**src/sv/slfd_pkg.sv**
```systemverilog
`default_nettype none

package slfd_pkg;

    localparam int BYTE_W    = 8;
    localparam int CFG_IDX_W = 3;

    localparam logic [CFG_IDX_W-1:0] CFG_SYNC_FIRST  = 3'd0;
    localparam logic [CFG_IDX_W-1:0] CFG_SYNC_SECOND = 3'd1;
    localparam logic [CFG_IDX_W-1:0] CFG_SYNC_THIRD  = 3'd2;
    localparam logic [CFG_IDX_W-1:0] CFG_MAX_PAYLOAD = 3'd3;

    localparam logic [BYTE_W-1:0] MAX_PAYLOAD_RESET = 8'd251;

    typedef enum logic [2:0] {
        PH_SYNC1 = 3'd0,
        PH_SYNC2 = 3'd1,
        PH_SYNC3 = 3'd2,
        PH_LEN   = 3'd3,
        PH_DATA  = 3'd4
    } phase_t;

    typedef struct packed {
        logic [BYTE_W-1:0] sync_first;
        logic [BYTE_W-1:0] sync_second;
        logic [BYTE_W-1:0] sync_third;
        logic [BYTE_W-1:0] max_payload;
    } cfg_t;

    typedef struct packed {
        logic [BYTE_W-1:0] payload_byte;
        logic              first_flag;
        logic              last_flag;
        logic              empty_flag;
    } result_t;

    typedef struct packed {
        phase_t            phase;
        logic [BYTE_W-1:0] bytes_left;
    } parse_status_t;

endpackage

`default_nettype wire

```
**src/sv/slfd_in_if.sv**
```systemverilog
`default_nettype none

interface slfd_in_if;
    logic       valid;
    logic       ready;
    logic [7:0] rx_byte;

    modport source (output valid, output rx_byte, input ready);
    modport sink   (input valid, input rx_byte, output ready);
endinterface

`default_nettype wire

```
**src/sv/slfd_out_if.sv**
```systemverilog
`default_nettype none

interface slfd_out_if;
    logic       valid;
    logic       ready;
    logic [7:0] payload_byte;
    logic       first_flag;
    logic       last_flag;
    logic       empty_flag;

    modport source (output valid, output payload_byte, output first_flag,
                    output last_flag, output empty_flag, input ready);
    modport sink   (input valid, input payload_byte, input first_flag,
                    input last_flag, input empty_flag, output ready);
endinterface

`default_nettype wire

```
**src/sv/slfd_cfg_regs.sv**
```systemverilog
`default_nettype none

module slfd_cfg_regs (
    input  wire logic                           clk,
    input  wire logic                           rst_n,
    input  wire logic                           cfg_we,
    input  wire logic [slfd_pkg::CFG_IDX_W-1:0] cfg_index,
    input  wire logic [slfd_pkg::BYTE_W-1:0]    cfg_data,
    output slfd_pkg::cfg_t                      cfg
);

    slfd_pkg::cfg_t cfg_reg;
    slfd_pkg::cfg_t cfg_next;

    always_comb
    begin
        cfg_next = cfg_reg;
        if (cfg_we)
        begin
            unique case (cfg_index)
                slfd_pkg::CFG_SYNC_FIRST:  cfg_next.sync_first  = cfg_data;
                slfd_pkg::CFG_SYNC_SECOND: cfg_next.sync_second = cfg_data;
                slfd_pkg::CFG_SYNC_THIRD:  cfg_next.sync_third  = cfg_data;
                slfd_pkg::CFG_MAX_PAYLOAD: cfg_next.max_payload = cfg_data;
                default:                   cfg_next = cfg_reg;
            endcase
        end
    end

    always_ff @(posedge clk or negedge rst_n)
    begin
        if (!rst_n)
        begin
            cfg_reg.sync_first  <= '0;
            cfg_reg.sync_second <= '0;
            cfg_reg.sync_third  <= '0;
            cfg_reg.max_payload <= slfd_pkg::MAX_PAYLOAD_RESET;
        end
        else
        begin
            cfg_reg <= cfg_next;
        end
    end

    assign cfg = cfg_reg;

endmodule

`default_nettype wire

```
**src/sv/slfd_in_reg.sv**
```systemverilog
`default_nettype none

module slfd_in_reg (
    input  wire logic                        clk,
    input  wire logic                        rst_n,
    input  wire logic                        in_valid,
    input  wire logic [slfd_pkg::BYTE_W-1:0] in_byte,
    output logic                             in_ready,
    input  wire logic                        advance,
    output logic                             held_valid,
    output logic [slfd_pkg::BYTE_W-1:0]      held_byte
);

    logic                        valid_reg;
    logic                        valid_next;
    logic [slfd_pkg::BYTE_W-1:0] byte_reg;
    logic                        load;

    // stage frees up in the same cycle its item moves on
    assign in_ready   = !valid_reg || advance;
    assign load       = in_valid && in_ready;
    assign valid_next = load ? 1'b1 : (advance ? 1'b0 : valid_reg);

    always_ff @(posedge clk or negedge rst_n)
    begin
        if (!rst_n)
        begin
            valid_reg <= 1'b0;
        end
        else
        begin
            valid_reg <= valid_next;
        end
    end

    always_ff @(posedge clk)
    begin
        if (load)
        begin
            byte_reg <= in_byte;
        end
    end

    assign held_valid = valid_reg;
    assign held_byte  = byte_reg;

endmodule

`default_nettype wire

```
**src/sv/slfd_parser.sv**
```systemverilog
`default_nettype none

module slfd_parser (
    input  wire logic                        clk,
    input  wire logic                        rst_n,
    input  wire logic                        step,
    input  wire logic [slfd_pkg::BYTE_W-1:0] rx_byte,
    input  wire slfd_pkg::cfg_t              cfg,
    output logic                             has_result,
    output slfd_pkg::result_t                result,
    output slfd_pkg::parse_status_t          status
);

    slfd_pkg::phase_t            phase_reg;
    slfd_pkg::phase_t            phase_next;
    logic [slfd_pkg::BYTE_W-1:0] left_reg;
    logic [slfd_pkg::BYTE_W-1:0] left_next;
    logic                        first_reg;
    logic                        first_next;
    slfd_pkg::phase_t            restart;
    logic                        is_last;

    // a byte that breaks the pattern may itself open a new one
    assign restart = (rx_byte == cfg.sync_first) ? slfd_pkg::PH_SYNC2 : slfd_pkg::PH_SYNC1;
    assign is_last = (left_reg <= 8'd1);

    always_comb
    begin
        phase_next = phase_reg;
        left_next  = left_reg;
        first_next = first_reg;
        has_result = 1'b0;
        result     = '0;
        unique case (phase_reg)
            slfd_pkg::PH_SYNC2:
            begin
                phase_next = (rx_byte == cfg.sync_second) ? slfd_pkg::PH_SYNC3 : restart;
            end
            slfd_pkg::PH_SYNC3:
            begin
                phase_next = (rx_byte == cfg.sync_third) ? slfd_pkg::PH_LEN : restart;
            end
            slfd_pkg::PH_LEN:
            begin
                if (rx_byte == '0)
                begin
                    phase_next        = slfd_pkg::PH_SYNC1;
                    left_next         = '0;
                    first_next        = 1'b0;
                    has_result        = 1'b1;
                    result.last_flag  = 1'b1;
                    result.empty_flag = 1'b1;
                end
                else if (rx_byte > cfg.max_payload)
                begin
                    phase_next = slfd_pkg::PH_SYNC1;
                    left_next  = '0;
                    first_next = 1'b0;
                end
                else
                begin
                    phase_next = slfd_pkg::PH_DATA;
                    left_next  = rx_byte;
                    first_next = 1'b1;
                end
            end
            slfd_pkg::PH_DATA:
            begin
                has_result          = 1'b1;
                result.payload_byte = rx_byte;
                result.first_flag   = first_reg;
                result.last_flag    = is_last;
                first_next          = 1'b0;
                if (is_last)
                begin
                    left_next  = '0;
                    phase_next = slfd_pkg::PH_SYNC1;
                end
                else
                begin
                    left_next = left_reg - 8'd1;
                end
            end
            default:
            begin
                phase_next = restart;
            end
        endcase
    end

    always_ff @(posedge clk or negedge rst_n)
    begin
        if (!rst_n)
        begin
            phase_reg <= slfd_pkg::PH_SYNC1;
            left_reg  <= '0;
            first_reg <= 1'b0;
        end
        else if (step)
        begin
            phase_reg <= phase_next;
            left_reg  <= left_next;
            first_reg <= first_next;
        end
    end

    assign status.phase      = phase_reg;
    assign status.bytes_left = left_reg;

endmodule

`default_nettype wire

```
**src/sv/slfd_out_reg.sv**
```systemverilog
`default_nettype none

module slfd_out_reg (
    input  wire logic              clk,
    input  wire logic              rst_n,
    input  wire logic              load,
    input  wire slfd_pkg::result_t load_data,
    input  wire logic              out_ready,
    output logic                   out_free,
    output logic                   out_valid,
    output slfd_pkg::result_t      out_data
);

    logic              valid_reg;
    logic              valid_next;
    slfd_pkg::result_t data_reg;

    assign out_free   = !valid_reg || out_ready;
    assign valid_next = load ? 1'b1 : (out_ready ? 1'b0 : valid_reg);

    always_ff @(posedge clk or negedge rst_n)
    begin
        if (!rst_n)
        begin
            valid_reg <= 1'b0;
        end
        else
        begin
            valid_reg <= valid_next;
        end
    end

    always_ff @(posedge clk)
    begin
        if (load)
        begin
            data_reg <= load_data;
        end
    end

    assign out_valid = valid_reg;
    assign out_data  = data_reg;

endmodule

`default_nettype wire

```
**src/sv/sync_length_frame_deframer_unit.sv**
```systemverilog
// a byte accepted into the input register has its result loaded into the result register, which drives the output
// one byte per cycle, limited only by the single result register
// a byte that yields no result moves on even while the result register is stalled
// reset (rst_n low, asynchronous) empties both stages, returns to the hunt for the
// first sync byte, and loads the sync bytes with zero and max_payload with 251
`default_nettype none

module sync_length_frame_deframer_unit (
    input  wire logic                           clk,
    input  wire logic                           rst_n,
    slfd_in_if.sink                             rx,
    slfd_out_if.source                          frame,
    input  wire logic                           cfg_we,
    input  wire logic [slfd_pkg::CFG_IDX_W-1:0] cfg_index,
    input  wire logic [slfd_pkg::BYTE_W-1:0]    cfg_data
);

    slfd_pkg::cfg_t          cfg;
    logic                    held_valid;
    logic [slfd_pkg::BYTE_W-1:0] held_byte;
    logic                    advance;
    logic                    has_result;
    slfd_pkg::result_t       result;
    slfd_pkg::result_t       out_data;
    slfd_pkg::parse_status_t status;
    logic                    out_free;
    logic                    out_valid;

    slfd_cfg_regs u_cfg (
        .clk       (clk),
        .rst_n     (rst_n),
        .cfg_we    (cfg_we),
        .cfg_index (cfg_index),
        .cfg_data  (cfg_data),
        .cfg       (cfg)
    );

    slfd_in_reg u_in (
        .clk        (clk),
        .rst_n      (rst_n),
        .in_valid   (rx.valid),
        .in_byte    (rx.rx_byte),
        .in_ready   (rx.ready),
        .advance    (advance),
        .held_valid (held_valid),
        .held_byte  (held_byte)
    );

    slfd_parser u_parser (
        .clk        (clk),
        .rst_n      (rst_n),
        .step       (advance),
        .rx_byte    (held_byte),
        .cfg        (cfg),
        .has_result (has_result),
        .result     (result),
        .status     (status)
    );

    // the held byte moves on unless it has a result with nowhere to go
    assign advance = held_valid && (!has_result || out_free);

    slfd_out_reg u_out (
        .clk       (clk),
        .rst_n     (rst_n),
        .load      (advance && has_result),
        .load_data (result),
        .out_ready (frame.ready),
        .out_free  (out_free),
        .out_valid (out_valid),
        .out_data  (out_data)
    );

    assign frame.valid        = out_valid;
    assign frame.payload_byte = out_data.payload_byte;
    assign frame.first_flag   = out_data.first_flag;
    assign frame.last_flag    = out_data.last_flag;
    assign frame.empty_flag   = out_data.empty_flag;

    a_empty_shape: assert property (@(posedge clk) disable iff (!rst_n)
        (frame.valid && frame.empty_flag) |-> (frame.last_flag && !frame.first_flag))
        else $error("empty frame result not marked last only");

    a_left_matches_phase: assert property (@(posedge clk) disable iff (!rst_n)
        (status.phase == slfd_pkg::PH_DATA) == (status.bytes_left != '0))
        else $error("payload count out of step with phase");

    a_data_gives_result: assert property (@(posedge clk) disable iff (!rst_n)
        (advance && status.phase == slfd_pkg::PH_DATA) |=> frame.valid)
        else $error("payload byte did not reach the result register");

    a_no_overwrite: assert property (@(posedge clk) disable iff (!rst_n)
        (frame.valid && !frame.ready) |=> (frame.valid && $stable(out_data)))
        else $error("stalled result overwritten");

endmodule

`default_nettype wire

```
**src/flat_wrapper.sv**
```systemverilog
// flat-port wrapper written by rule: the top's interface ports become plain ports
module sync_length_frame_deframer_unit_flat 
  (clk, rst_n, cfg_we, cfg_index, cfg_data, rx_valid, rx_rx_byte, rx_ready, frame_valid, frame_payload_byte, frame_first_flag, frame_last_flag, frame_empty_flag, frame_ready);
  slfd_in_if rx_i ();
  slfd_out_if frame_i ();
  input  wire logic clk;
  input  wire logic rst_n;
  input  wire logic cfg_we;
  input  wire logic [slfd_pkg::CFG_IDX_W-1:0] cfg_index;
  input  wire logic [slfd_pkg::BYTE_W-1:0] cfg_data;
  input wire logic [$bits(rx_i.valid)-1:0] rx_valid;
  input wire logic [$bits(rx_i.rx_byte)-1:0] rx_rx_byte;
  output wire logic [$bits(rx_i.ready)-1:0] rx_ready;
  output wire logic [$bits(frame_i.valid)-1:0] frame_valid;
  output wire logic [$bits(frame_i.payload_byte)-1:0] frame_payload_byte;
  output wire logic [$bits(frame_i.first_flag)-1:0] frame_first_flag;
  output wire logic [$bits(frame_i.last_flag)-1:0] frame_last_flag;
  output wire logic [$bits(frame_i.empty_flag)-1:0] frame_empty_flag;
  input wire logic [$bits(frame_i.ready)-1:0] frame_ready;
  assign rx_i.valid = rx_valid;
  assign rx_i.rx_byte = rx_rx_byte;
  assign rx_ready = rx_i.ready;
  assign frame_valid = frame_i.valid;
  assign frame_payload_byte = frame_i.payload_byte;
  assign frame_first_flag = frame_i.first_flag;
  assign frame_last_flag = frame_i.last_flag;
  assign frame_empty_flag = frame_i.empty_flag;
  assign frame_i.ready = frame_ready;
  sync_length_frame_deframer_unit u_core (.clk(clk), .rst_n(rst_n), .rx(rx_i), .frame(frame_i), .cfg_we(cfg_we), .cfg_index(cfg_index), .cfg_data(cfg_data));
endmodule
```
**config.mk**
```make
export PLATFORM = sky130hd
export DESIGN_NAME = sync_length_frame_deframer_unit_flat
export DESIGN_NICKNAME = d
export VERILOG_FILES = /design/src/sv/slfd_pkg.sv /design/src/sv/slfd_in_if.sv /design/src/sv/slfd_out_if.sv /design/src/sv/slfd_cfg_regs.sv /design/src/sv/slfd_in_reg.sv /design/src/sv/slfd_parser.sv /design/src/sv/slfd_out_reg.sv /design/src/sv/sync_length_frame_deframer_unit.sv /design/src/flat_wrapper.sv
export SDC_FILE = /design/constraint.sdc
export NUM_CORES = 1
export LEC_CHECK = 0
export ABC_AREA = 1
export ABC_CLOCK_PERIOD_IN_PS = 4520
export BUFFER_PORTS_ARGS = -buffer_cell sky130_fd_sc_hd__buf_2
export CAP_MARGIN = 30
export CORE_MARGIN = 2
export CORE_UTILIZATION = 63
export CTS_CLUSTER_SIZE = 25
export DETAILED_ROUTE_END_ITERATION = 10
export HOLD_SLACK_MARGIN = 0.05
export PLACE_DENSITY = 0.85
export REMOVE_ABC_BUFFERS = 1
export SKIP_CTS_REPAIR_TIMING = 1
export SLEW_MARGIN = 30
export SYNTH_ARGS = -nofsm -noshare
export SYNTH_HDL_FRONTEND = slang
export SYNTH_HIERARCHICAL = 1
export SYNTH_SLANG_ARGS = --single-unit
export TNS_END_PERCENT = 20
```
**constraint.sdc**
```tcl
create_clock -name clk -period 4.52 [get_ports clk]
set_input_delay 0.226 -clock clk [delete_from_list [all_inputs] [get_ports clk]]
set_output_delay 0.226 -clock clk [all_outputs]
set_load 0.05 [all_outputs]
```
Word-level counts from Yosys, hierarchy flattened
Cells that the tools add are included.
{ "word_totals": {"latch_bits": 0, "n_memories": 0, "output_inout_bits": 13, "register_bits": 65, "rom_bits": 0, "word_cells": 70, "mem_bits_rw": 0} }
{ "op_classes": {"magnitude_cmp": 2, "bitwise": 0, "div": 0, "n_mul": 0, "shift": 0, "addsub": 1, "eq_ne": 11, "reduce_logical": 20, "mux": 22} }
{ "op_table": {"columns": ["op", "n"], "rows": [
  ["8-bit equality test", 3],
  ["8-bit 2-to-1 mux", 3],
  ["8-bit one-hot mux with 2 select lines", 1],
  ["3-bit by 2-bit equality test with 1-bit output (second input constant)", 4],
  ["3-bit one-hot mux with 4 select lines", 1],
  ["2-bit AND reduction", 6],
  ["3-bit 2-to-1 mux", 3],
  ["8-bit greater-than comparator", 1],
  ["8-bit by 1-bit <= comparator with 1-bit output (second input constant)", 1],
  ["8-bit logical NOT", 1],
  ["1-bit 2-to-1 mux", 8],
  ["8-bit by 1-bit subtractor with 8-bit output (second input constant)", 1],
  ["3-bit by 1-bit equality test with 1-bit output (second input constant)", 2],
  ["2-bit 2-to-1 mux", 3],
  ["1-bit one-hot mux with 2 select lines", 3],
  ["2-bit nonzero test", 3],
  ["3-bit equality test (second input constant)", 1],
  ["1-bit logical AND", 3],
  ["1-bit logical NOT", 3],
  ["3-bit logical NOT", 1],
  ["1-bit logical OR", 3],
  ["2-bit inequality test (second input constant)", 1]
]} }

Depth between registers and ports, before layout
Gate-level depths: netlist (run 1).
{ "depth": {"ltp_word": 9, "ltp_mapped": 13} }

Modules after synthesis
The synthesis (run 1) kept the hierarchy.
{ "by_module_without_submodules": {"columns": ["module", "area_each_um2", "cells_each", "seq_area_each_um2", "instances"], "rows": [
  ["slfd_parser", 1431.4, 236, 300.3, 1],
  ["slfd_cfg_regs", 1348.8, 146, 809.5, 1],
  ["slfd_out_reg", 375.4, 16, 355.3, 1],
  ["slfd_in_reg", 285.3, 14, 265.3, 1],
  ["sync_length_frame_deframer_unit", 25.0, 5, 0.0, 1]
]} }

Least setup slack after synthesis (run 1)
Ideal clock, no wire load.
{ "synth_timing": {"path_kind": "reg-to-reg", "start": "register u_core.u_parser.phase_reg[1]", "end": "register u_core.u_in.byte_reg, in the netlist u_core/u_in/held_byte[0], enable pin", "path_buffers": 1, "t_required_ns": 4.145, "arrival_time_ns": 1.752, "stages_incl_launch_ff": 8, "period_less_slack_ns": 2.128, "slack_ns": 2.392, "cell_sequence": "dfrtp_1 nor2_1 nand2_2 clkbuf_1 nand2_1 a21oi_2 inv_1 a21oi_1"} }
{ "synth_between": {"elab_chain_cells": 7, "word_cells_on_any_way": 8} }
{ "synth_rtl": {"columns": ["item", "line_no", "rtl"], "rows": [
  ["start: declaration", "slfd_parser.sv:14", "slfd_pkg::phase_t phase_reg;"],
  ["start signal: assignment", "slfd_parser.sv:95", "phase_reg <= slfd_pkg::PH_SYNC1;"],
  ["start signal: assignment", "slfd_parser.sv:101", "phase_reg <= phase_next;"],
  ["3-bit equality test or 3-bit by 2-bit equality test with 1-bit output (tied branches)", "slfd_parser.sv:34", "unique case (phase_reg)"],
  ["1-bit one-hot mux with 2 select lines *", "slfd_parser.sv:34", null],
  ["named net u_core.has_result", "sync_length_frame_deframer_unit.sv:22", "logic has_result;"],
  ["1-bit logical NOT *", "sync_length_frame_deframer_unit.sv:61", "assign advance = held_valid && (!has_result || out_free);"],
  ["1-bit logical OR *", "sync_length_frame_deframer_unit.sv:61", null],
  ["1-bit logical AND *", "sync_length_frame_deframer_unit.sv:61", null],
  ["named net u_core.advance", "sync_length_frame_deframer_unit.sv:21", "logic advance;"],
  ["1-bit logical OR *", "slfd_in_reg.sv:20", "assign in_ready = !valid_reg || advance;"],
  ["1-bit logical AND *", "slfd_in_reg.sv:21", "assign load = in_valid && in_ready;"],
  ["named net u_core.u_in.load", "slfd_in_reg.sv:17", "logic load;"],
  ["end signal: assignment", "slfd_in_reg.sv:40", "byte_reg <= in_byte;"],
  ["end: declaration", "slfd_in_reg.sv:16", "logic [slfd_pkg::BYTE_W-1:0] byte_reg;"]
]} }
Mark *: on every way through the listed nets, which the timed path passes. The rest lies on a longest branch.
A chain may end at the register's enable or synchronous reset.

Final worst setup path (run 1)
{ "layout_timing": {"start": "register u_core.u_in.byte_reg, in the netlist u_core/u_in/held_byte[7]", "end": "register u_core.u_in.byte_reg, in the netlist u_core/u_in/held_byte[4], enable pin"} }
{ "layout_between": {"elab_chain_cells": 8} }
{ "layout_rtl": {"columns": ["item", "line_no", "rtl"], "rows": [
  ["8-bit logical NOT", "slfd_parser.sv:45", "if (rx_byte == '0)"],
  ["1-bit 2-to-1 mux", "slfd_parser.sv:45", null],
  ["1-bit one-hot mux with 2 select lines", "slfd_parser.sv:34", null],
  ["named net u_core.has_result", "sync_length_frame_deframer_unit.sv:22", null],
  ["1-bit logical NOT", "sync_length_frame_deframer_unit.sv:61", null],
  ["1-bit logical OR", "sync_length_frame_deframer_unit.sv:61", null],
  ["1-bit logical AND", "sync_length_frame_deframer_unit.sv:61", null],
  ["named net u_core.advance", "sync_length_frame_deframer_unit.sv:21", null],
  ["1-bit logical OR", "slfd_in_reg.sv:20", null],
  ["1-bit logical AND", "slfd_in_reg.sv:21", null],
  ["named net u_core.u_in.load", "slfd_in_reg.sv:17", null]
]} }
The timed path passes the listed nets, and every way through them passes these cells.

==> results of run 1 <==
## synth_stat cells (4+ instances only)
master / count
a21oi_1: 7
dfrtp_1: 39
dfstp_2: 7
edfxtp_1: 19
ha_1: 10
inv_1: 38
inv_2: 12
nand2_1: 152
nand2_2: 6
nand2_4: 4
nand3_1: 46
nor2_1: 29
nor2_4: 4
nor3_1: 4
xnor2_1: 16
## cells by family after synthesis
family	after synthesis	share of synthesized area
AOI/OAI and AO/OA	15	0.0238
xor gates and xnor gates	18	0.0455
adders and majority gates	10	0.0361
buffers and inverters	55	0.0643
DFF	65	0.499
and+or+nand+nor	254	0.331
## per-stage QoR
| step | instance area, um2 | setup WS (ps) | hold slack [ps] | total power (uW) | util |
|---|---|---|---|---|---|
| floorplan | 3430 | 2550 | -69.6 | 880 | - |
| global placement | 3700 | 2280 | 415 | 950 | 0.685 |
| detailed placement | 3710 | 2140 | 267 | 964 | 0.686 |
| CTS | 3930 | 2120 | -110 | 1500 | 0.727 |
| global route | 3950 | 1940 | 53.2 | 1570 | 0.731 |
| finish | 3950 | 2090 | 63.7 | 1500 | 0.731 |
## power groups by stage
stage                     Clock (uW)  Sequential (uW)  Combinational [uW]
after floorplan                    0              719                 160
after CTS                        543              726                 231
after global routing             572              733                 263
final                            539              728                 234
after global placement             0              734                 216
after detailed placement           0              737                 228
## cell type report
class                   instances  area, um2  share of cell area
repair buffers                 38        203              0.0513
inverters                      51        191              0.0485
clock inverters                 5       48.8              0.0124
flip-flops and latches         65       1730               0.438
multi-input cells             297       1510               0.383
clock buffers                  11        174              0.0440
well taps                      72       90.1              0.0228
## metal layers
layer	share of wire	up-vias	wire, um	GRT usage
li1	-	1408	-	-
met3	0.047	25	371	0.0609
met4	0.033	0	264	0.132
met2	0.51	107	3990	0.472
met1	0.41	1383	3260	0.353
met5	0	-	0	0
## layout by cell type (no fill, tap or decap), drive strengths merged
cell / instances
a21o: 1
a21oi: 8
buf: 36
bufinv: 1
clkbuf: 11
clkinv: 5
dfrtp: 39
dfstp: 7
dlygate4sd3: 2
edfxtp: 19
ha: 10
inv: 50
nand2: 162
nand3: 47
nand4: 4
nor2: 35
nor3: 5
o21ai: 5
o22ai: 1
or2: 1
xnor2: 16
xor2: 2
## how the worst min path moves through the flow
stage	startpoint	to	slack, ps	depth (start not counted)
2_1_floorplan	rst_n	u_core/u_cfg/cfg[10]	-70	0
3_3_place_gp	rx_rx_byte[1]	u_core/u_in/held_byte[1]	410	1
3_5_place_dp	rst_n	u_core/u_out/out_valid	270	1
4_1_cts	rst_n	u_core/u_parser/first_reg	-110	1
5_1_grt	rx_rx_byte[1]	u_core/u_in/held_byte[1]	50	1
6_report	rx_rx_byte[7]	u_core/u_in/held_byte[7]	60	1
==> metrics list, run 1 <==
- Total of flip-flops plus latches after synthesis: 65
- The most critical setup path has its endpoint at u_core/u_in/held_byte[4].
- Worst min-delay path class: in2reg
- Worst vdd rail ir drop: approximately 0.28 mV
- Remaining antenna violation count: 0
- Clk slew on worst S/H paths: 70 ps
- Critical path launch point type: flop
- Final weighted congestion in routability-driven placement: 0.936
- The via count of the first global-routing pass came to 2784.
- By area the synthesized netlist is led by dfrtp_1 28%, edfxtp_1 16%, nand2_1 16%.
* Setup TNS: 0 ps
* Insertion delay of the later-clocked pin in the worst-skew pair: approximately 350 ps
* Post-synthesis instance area: roughly 3500 um2
* Data arrival time of the worst path: between 2000 and 2500 ps
- The die is between 70 and 80 um tall.
- Post-Route WL: ~7.9 mm
- In this run the register-to-register setup slack is 2090 ps.
- The initial antenna violation count was 0.
- Counting both buffers and inverters, the worst setup path holds a total of 3.
- Internal: around 1100 uW
- Endpoint kind of the worst setup timing path: flop
- In the final routed layout, each cell accounts on average for between 10 and 15 um.
* Die area: between 6000 and 7000 um2
* Max reg flops: 32
* Share of the clock period used by the worst path: 0.538
* Power share of the combinational group: 0.156
* Worst r2r src: u_core/u_in/held_byte[7]
* Sequence of cells on the critical path: inv_1 -> nand4_2 -> nor3_1 -> inv_1 -> nand2_1 -> a21oi_2 -> inv_1 -> a21oi_1
* Most repeated library cell on the critical path: inv_1
- Number of sinks handled by clock tree synthesis: 65
* Critical R2R Capture: u_core/u_in/held_byte[4]
- Buffer cell driving the clock tree root: clkbuf_8
* Worst max-slew margin expressed relative to the limit: 0.419
- Setup repair after global routing left no endpoint under its margin.
* Overall track demand over capacity in global routing: 0.282
* Placed cell count: 521
- Warnings from Yosys: 6
- TritonCTS created 9 clock buffers.
* Largest net degree at the start of global routing: 47
- Async S/R FF share, synth: 0.708
* Net Sw Frac: 0.280
- Area grow syn2layout: 14.0%
- Path type of the worst setup path: reg2reg
- Sequential share of the synthesized area: 0.499
- Core area: roughly 5400 um2
- The number of antenna diodes in the final layout is 0.
* Layout net count: 496
- In the final layout, the share of cells above drive strength 1 is 0.193.
- For this design the ratio of total power to cell area is 380 nW/um2.
- Among cell families on the critical path, the largest total delay comes from compound AO/OA/AOI/OAI gates.
- For this design the total switching power over the nets is about 420 uW.
- Detailed placement finished with a half-perimeter wire length of 5.96 mm.
* Initial standard-cell utilization of the core: 0.641
- During I/O placement, the number of pins put on the boundary was 37.
- Layout Skew: 9.52 ps
- Using the TritonRoute via totals, the vias-per-cell ratio works out to around 5.4.
* Cell at the slowest stage of the critical path: a21oi_1
* Initial drt markers: between 200 and 300
- Yosys mapped a number of flops with a built-in enable equal to 19.
- Clock buffer depth: 2
- After floorplanning, the core was divided into 27 placement rows.
- Worst Setup SP: u_core/u_in/held_byte[7]
- TritonCTS built the clock tree.
- In this design, the stage delay of the slowest critical-path cell is 690 ps.
* Maximum Capacitance Violations: 0
* Status: complete, no violations
* Cell type contributing the most total cell area after synthesis: dfrtp_1
* Total DRC errors in the routed layout: 0
- Timing would allow up to 411 MHz.
- Before antenna repair, the detailed router went through 5 iterations.
- Total overflow reported by the global router: 0
* Via total after detailed routing: approximately 2900
* Per-instance average area after synthesis: 8.31 um2
- Static leakage: 0.00206 uW
* Post-synth top flop: dfrtp_1
- Hold violation total from the final report: 0
- Stages on worst setup path: 8
- Largest fanout on the critical path: 8
- Final setup violating endpoints: 0
* Number of standard cells in the layout, taps in and fillers out: approximately 540
- Synthesized instance count: 417
* Post-route minimum period: 2430 ps
- Worst-case reg-to-reg path depth: 8
- Sequential cell fraction of total power: 0.485
* Data required time at the worst endpoint: 4490 ps
- The netlist uses 32 different library cells.
- Wire length of the first global-routing pass: between 10 and 15 mm
- Number of port buffers: 36
* Worst-margin pin slew: 871 ps
* Relative contribution of the clock network to total power: 0.359
* Number of filler instances in the final layout: approximately 400
- The share of synthesized area in the top cell type comes to 0.282.
- The floorplan step set the die width to between 70 and 80 um.
- The count of pins over their slew limit came to 0.
- Htree depth: 3
Note: power is estimated with default switching activity, not from simulation.
==> run 2: changes to the inputs <==
Settings changed: ABC_CLOCK_PERIOD_IN_PS 4520 to 2400, CORE_UTILIZATION 63 to 59, PLACE_DENSITY 0.85 to 0.8.
Clock period 4.52 ns to 2.4 ns, I/O delays scaled along.
==> metrics list, run 2 (synthesis gave the netlist of run 1 again) <==
- Clock latency on the worst-skew pair, taken at its later pin, is 340 ps.
- Wire length of the first global-routing pass: 13.3 mm
- The HPWL after detailed placement is ~6 mm.
- CP peak stage delay: around 530 ps
* Commonest cells after routing, fill and taps aside: 152 x nand2_1, 46 x nand3_1, 39 x dfrtp_1
* Upper clock frequency limit: 452 MHz
- Critical path launch point type: flop
- Diodes inserted: 0
- Setup TNS: 0 ps
* Layout Skew: just under 9 ps
- Cell at the slowest stage of the critical path: edfxtp_1
- Setup slack of the critical path after layout: 190 ps
- TritonCTS clock tree: done
* Number of sinks handled by clock tree synthesis: 65
- Measured along the y axis, the die boundary spans between 80 and 90 um.
- The initial antenna violation count was 0.
- Counting the buffers created by CTS gives 9.
* Post-Route WL: 8.30 mm
- Overall track demand over capacity in global routing: 0.280
- Measured against its own limit, the worst slew margin works out to 0.595.
- Layout net count: just over 500
- Path type of the worst setup path: reg2out
- For the pin with the worst max-slew slack, the measured transition is 607 ps.
* Worst vdd rail ir drop: roughly 0.52 mV
- Once layout is complete, the cells apart from fillers number approximately 560.
- Remaining antenna violation count: 0
- The H-tree was split into 3 levels.
* Total overflow reported by the global router: 0
* Origin of the worst min-delay path: cfg_data[2]
- Horizontal die dimension: 80.6 um
- Via total after detailed routing: 2993
- Largest fanout on the critical path: 6
- Prior to clock tree synthesis, the placed netlist has a worst setup slack of 386 ps.
* Area grow syn2layout: 19.9%
- Maximum Capacitance Violations: 0
- The total area inside the core boundary comes to roughly 5600 um2.
- Sequence of cells on the critical path: inv_1 -> nand4_1 -> nor3_1 -> inv_1 -> nand2_1 -> a21oi_2 -> inv_1 -> nand2_1 -> buf_2
* Endpoint kind of the worst setup timing path: output pin
- Layout cells sized above 1: 0.198
* Data required time at the worst endpoint: around 2300 ps
- The floorplan step defined a die boundary enclosing 6500 um2.
- The via count of the first global-routing pass was around 2800.
- Number of standard-cell rows in the floorplan: 27
- Worst-case reg-to-reg path depth: 10
- The hold violation count in the final report is 0.
- The number of placed instances, taps included, is 528.
* Number of filler instances in the final layout: 437
* Worst min-delay path class: in2reg
- After clock tree synthesis, the clock-pin slew on the worst setup and hold paths is 70 ps.
- Leading cell type in the layout, fill and taps excluded: nand2_1
* Footprint of the multi-input gates: approximately 1500 um2
- Final weighted congestion in routability-driven placement: 0.887
- Routed length per placed instance: 14.8 um
- Static leakage: 0.00215 uW
- I/O pins: 37
* Sequential Area: approximately 1700 um2
- Input and output buffers added on the ports amount to 36.
- The count of pins over their slew limit was 0.
* Kind of cell with the highest combined delay on the critical path: buffers and inverters
* Number of vias per cell after detailed routing: 5.33
- Buffer and inverter count on the worst path: 4
- After layout, the minimum clock period comes to between 2000 and 2500 ps.
* Critical R2R Capture: u_core/u_parser/left_reg[7]
- Initial drt markers: 255
- Counting instances, the worst hold path has a depth of 3.
* Buffer cell driving the clock tree root: clkbuf_8
* PwrDens: 679 nW/um2
- In the finished design, the share of the clock period the worst path needs comes to 0.921.
- Entering global routing, the biggest net connects 47 pins.
- Max reg flops: 32
- The path with the worst hold slack has its endpoint at u_core/u_cfg/cfg[2].
- Setup repair after global routing left no endpoint under its margin.
- Counting stages on the worst path, the most repeated cell is inv_1.
* Final setup violating endpoints: 0
- Data arrival time of the worst path: 2090 ps
- The clock passes through at most 2 buffers.
* Register-to-register setup slack: 270 ps
- Final Util: 0.745
- For this configuration, the core starts out at a cell density of 0.622.
- Detailed-router iteration count before antenna repair: 5
- Status: complete, no violations
- Stages on worst setup path: 9
* Total DRC errors in the routed layout: 0
- Worst r2r src: u_core/u_in/held_byte[4]
==> run 2: how the worst max path moves through the flow <==
stage | startpoint | end
4_1_cts | u_core/u_in/held_byte[4] | rx_ready
3_3_place_gp | u_core/u_in/held_byte[4] | u_core/u_parser/left_reg[5]
5_1_grt | u_core/u_in/held_byte[4] | rx_ready
3_5_place_dp | u_core/u_in/held_byte[4] | u_core/u_parser/left_reg[1]
2_1_floorplan | u_core/u_in/held_byte[4] | u_core/u_in/held_byte[0]
6_report | u_core/u_in/held_byte[4] | rx_ready
==> run 2: power breakdown <==
part	switching, uW	internal (uW)
registers	85.9	1270
clock network	415	570
logic	287	196
total	788	2030
==> run 2: layout make-up <==
class	instances	share of cell area
sequential	65	0.416
clock buffer	12	0.0400
timing repair buffer	61	0.100
inverter	51	0.0461
tap	72	0.0217
clock inverter	4	0.0117
multi-input combinational	297	0.364
==> run 2: routing by layer <==
| metal | wire, um | vias to the layer above | track usage | share of wire |
|---|---|---|---|---|
| met5 | 0 | - | 0 | 0 |
| met4 | 103 | 0 | 0.0966 | 0.012 |
| met3 | 554 | 15 | 0.0551 | 0.067 |
| met2 | 4250 | 143 | 0.478 | 0.51 |
| met1 | 3390 | 1384 | 0.354 | 0.41 |
| li1 | - | 1451 | - | - |
==> run 2: worst reg2reg max path, stage by stage (launching register included) <==
cell	delay [ps]
edfxtp_1	530
inv_1	110
nand4_1	120
nor3_1	70
inv_1	70
nand2_1	80
a21oi_2	330
inv_1	150
nor3_4	410
nand3_1	130
nand2_1	90
==> run 2: stage by stage <==
step                      power (uW)  area, um2  hold slack [ps]
final                           2820       4160             67.3
after global placement          1790       3760              298
after detailed placement        1820       3760              166
after floorplan                 1660       3430             -176
after global routing            2950       4160             62.0
after CTS                       2800       3980             -203
==> run 3: changes to the inputs <==
Settings changed: ABC_AREA 1 to default, CORE_UTILIZATION 59 to 58, PLACE_DENSITY 0.8 to 0.79.
==> metrics list, run 3 <==
* Layout net count: 372
* Initial drt markers: about 180
- The first global-routing pass estimated 11.0 mm of wire.
* Critical path launch point type: flop
* Total overflow reported by the global router: 0
* Horizontal die dimension: between 70 and 80 um
* Number of vias per cell after detailed routing: 5.70
- Register-to-register setup slack: 190 ps
* Standard cell area after detailed placement: 3620 um2
- The number of clock buffers added by TritonCTS is 9.
- Biggest area contributors in the synthesized netlist: dfrtp_1 29%, edfxtp_1 17%, mux2_2 11%
- Number of sinks handled by clock tree synthesis: 65
- At the pin with the least slew margin, the transition time is around 680 ps.
- Post-synthesis instance area: 3320 um2
- Async S/R FF share, synth: 0.708
- Wire segments on met2 add up to 3.45 mm in the final route.
- Upper clock frequency limit: 451 MHz
* Minimum hold slack: just under 40 ps
- The count of pins over their slew limit is 0.
- Data on the critical path arrives at its endpoint at 2100 ps.
* Routed length per placed instance: 16.7 um
* Highest metal layer used by the detailed router: met4
- Subtracting the final worst setup slack from the clock period gives 2220 ps.
* Via total after detailed routing: 2366
- Counting the fill cells in the layout gives 361.
* Initial standard-cell utilization of the core: 0.602
- Of the synthesized area, sequential elements account for 0.522.
* Worst max-slew margin expressed relative to the limit: 0.547
* Count of cell types in the netlist: 54
* Status: complete, no violations
* Buffer cell driving the clock tree root: clkbuf_8
- In the synthesized netlist the dominant register cell turns out to be dfrtp_1.
* Vertical die dimension: 79.6 um
- Max reg flops: 32
- For this run, the number of Yosys warnings is 6.
- Number of global-route vias before repair: 2311
* Clk slew on worst S/H paths: 80 ps
* Net Sw Frac: 0.265
* Die area: 6340 um2
- Htree depth: 3
- Share of the clock period used by the worst path: 0.924
* Post-Route WL: 6.94 mm
- In the final layout, the share of cells above drive strength 1 is 0.335.
* Number of antenna violations at the first check in global routing: 0
* Total of flip-flops plus latches after synthesis: 65
* I/O pins: 37
- Sequential cell fraction of total power: 0.477
- Maximum Capacitance Violations: 0
- Dividing total power by cell area gives a power density of around 740 nW/um2.
* Power share of the combinational group: 0.175
- From synthesis to final layout, the design area changed by 19.3%.
* Synth top cells by count: 39 x dfrtp_1, 32 x mux2_2, 20 x o21ai_0
- Clock buffer depth: 2
- Internal: 2150 uW
- Overall track demand over capacity in global routing: 0.237
- Fraction of synthesized cell area taken by the top area cell type: 0.294
- Relative contribution of the clock network to total power: 0.348
* Most instantiated library cell after synthesis: dfrtp_1
- The floorplan step defined a core boundary enclosing 5510 um2.
- Counting flops with a built-in enable in the synthesized netlist gives 19.
- Insertion delay of the later-clocked pin in the worst-skew pair: between 300 and 400 ps
- Worst vdd rail ir drop: 0.537 mV
- In this run the worst hold path is classified as in2reg.
- Final Instance Area: 3960 um2
- Largest net degree at the start of global routing: 47
- Number of standard-cell rows in the floorplan: 27
- Unrepaired setup endpoints after global routing: no
- For this design the static power due to leakage is 0.00171 uW.
- During placement, the flow inserted port buffers numbering 36.
- Setup violations remaining at the end of the flow were counted as 0.
- Before antenna repair, the detailed router went through 5 iterations.
- Data required time at the worst endpoint: 2280 ps
* Hold violation total from the final report: 0
- Diodes inserted: 0
- Metal3 WL: 337 um
- Sw Pwr: between 700 and 800 uW
* Synthesized instance count: 281
- TritonCTS clock tree: done
- STA classifies the critical path endpoint as an output pin.
- The detail route stage leaves a number of antenna-violating nets equal to 0.
* Per-instance average area after synthesis: 11.8 um2
- Of all nets on the critical path, the largest fanout is 19.
- Commonest cells after routing, fill and taps aside: 39 x dfrtp_1, 35 x buf_2, 32 x mux2_2
* Cell type contributing the most total cell area after synthesis: dfrtp_1
- Layout Skew: 8.26 ps
* Final weighted congestion in routability-driven placement: 0.883
- Total DRC errors in the routed layout: 0
- Path type of the worst setup path: reg2out
- Metal1 wirelength: 2.87 mm
- The wire-length estimate of the detail-placed layout is 4.96 mm.
* Leading cell type in the layout, fill and taps excluded: dfrtp_1
run 3: cell type report:
type,instances,area [um2],share of cell area
clock buffers,9,124,0.0313
clock inverters,7,93.8,0.0237
inverters,14,52.6,0.0133
multi-input cells,187,1470,0.371
flip-flops and latches,65,1730,0.437
well taps,72,90.1,0.0228
repair buffers,61,400,0.101
run 3: metal layers:
metal	track usage	vias to the layer above
met3	0.0464	30
met2	0.380	78
met5	0	-
li1	-	1133
met4	0.145	0
met1	0.295	1125
run 3: power groups by stage:
stage               combinational (uW)  clock [uW]  sequential, uW
finish                             512        1010            1390
global placement                   471           0            1410
detailed placement                 490           0            1420
CTS                                495        1030            1390
floorplan                          340           0            1400
global route                       559        1080            1410
run 3: kinds of logic (layout without fill, tap and decap cells):
logic type | Yosys count | in the layout | synth area share
AND/OR/NAND/NOR | 73 | 73 | 0.142
flip-flops | 65 | 65 | 0.522
AO/OA/AOI/OAI | 48 | 48 | 0.0905
multiplexers | 32 | 32 | 0.109
buffers and inverters | 29 | 91 | 0.0362
XOR/XNOR | 24 | 24 | 0.0634
adder cells (fa/ha/maj) | 10 | 10 | 0.0377
run 3: through the flow:
step           total power, uW  worst slack [ps]  utilization  instances  TNS [ps]
3_3_place_gp              1880               361        0.657        387         0
2_1_floorplan             1740              -218            -        266     -1090
6_report                  2920               182        0.719        415         0
3_5_place_dp              1910               248        0.657        387         0
5_1_grt                   3050              20.8        0.719        415         0
4_1_cts                   2920               157        0.697        403         0
run 3: final timing paths:
kind / from / end / cells past startpoint
hold reg to reg: u_core/u_parser/first_reg / u_core/u_parser/first_reg / 2
setup reg to reg: u_core/u_parser/phase_reg[0] / u_core/u_parser/left_reg[6] / 9
hold / removal: cfg_data[3] / u_core/u_cfg/cfg[11] / 2
setup / recovery: u_core/u_in/held_byte[7] / rx_ready / 7
max in group asynchronous: rst_n / u_core/u_parser/left_reg[5] / 2
min in group asynchronous: rst_n / u_core/u_parser/left_reg[1] / 2
run 3: worst max-delay path, stage by stage, from the launching register on:
cell	delay, ps
edfxtp_1	390
nor4_1	420
nand3_1	200
nand2_1	110
a21boi_1	60
buf_4	190
nand2b_4	160
buf_2	210
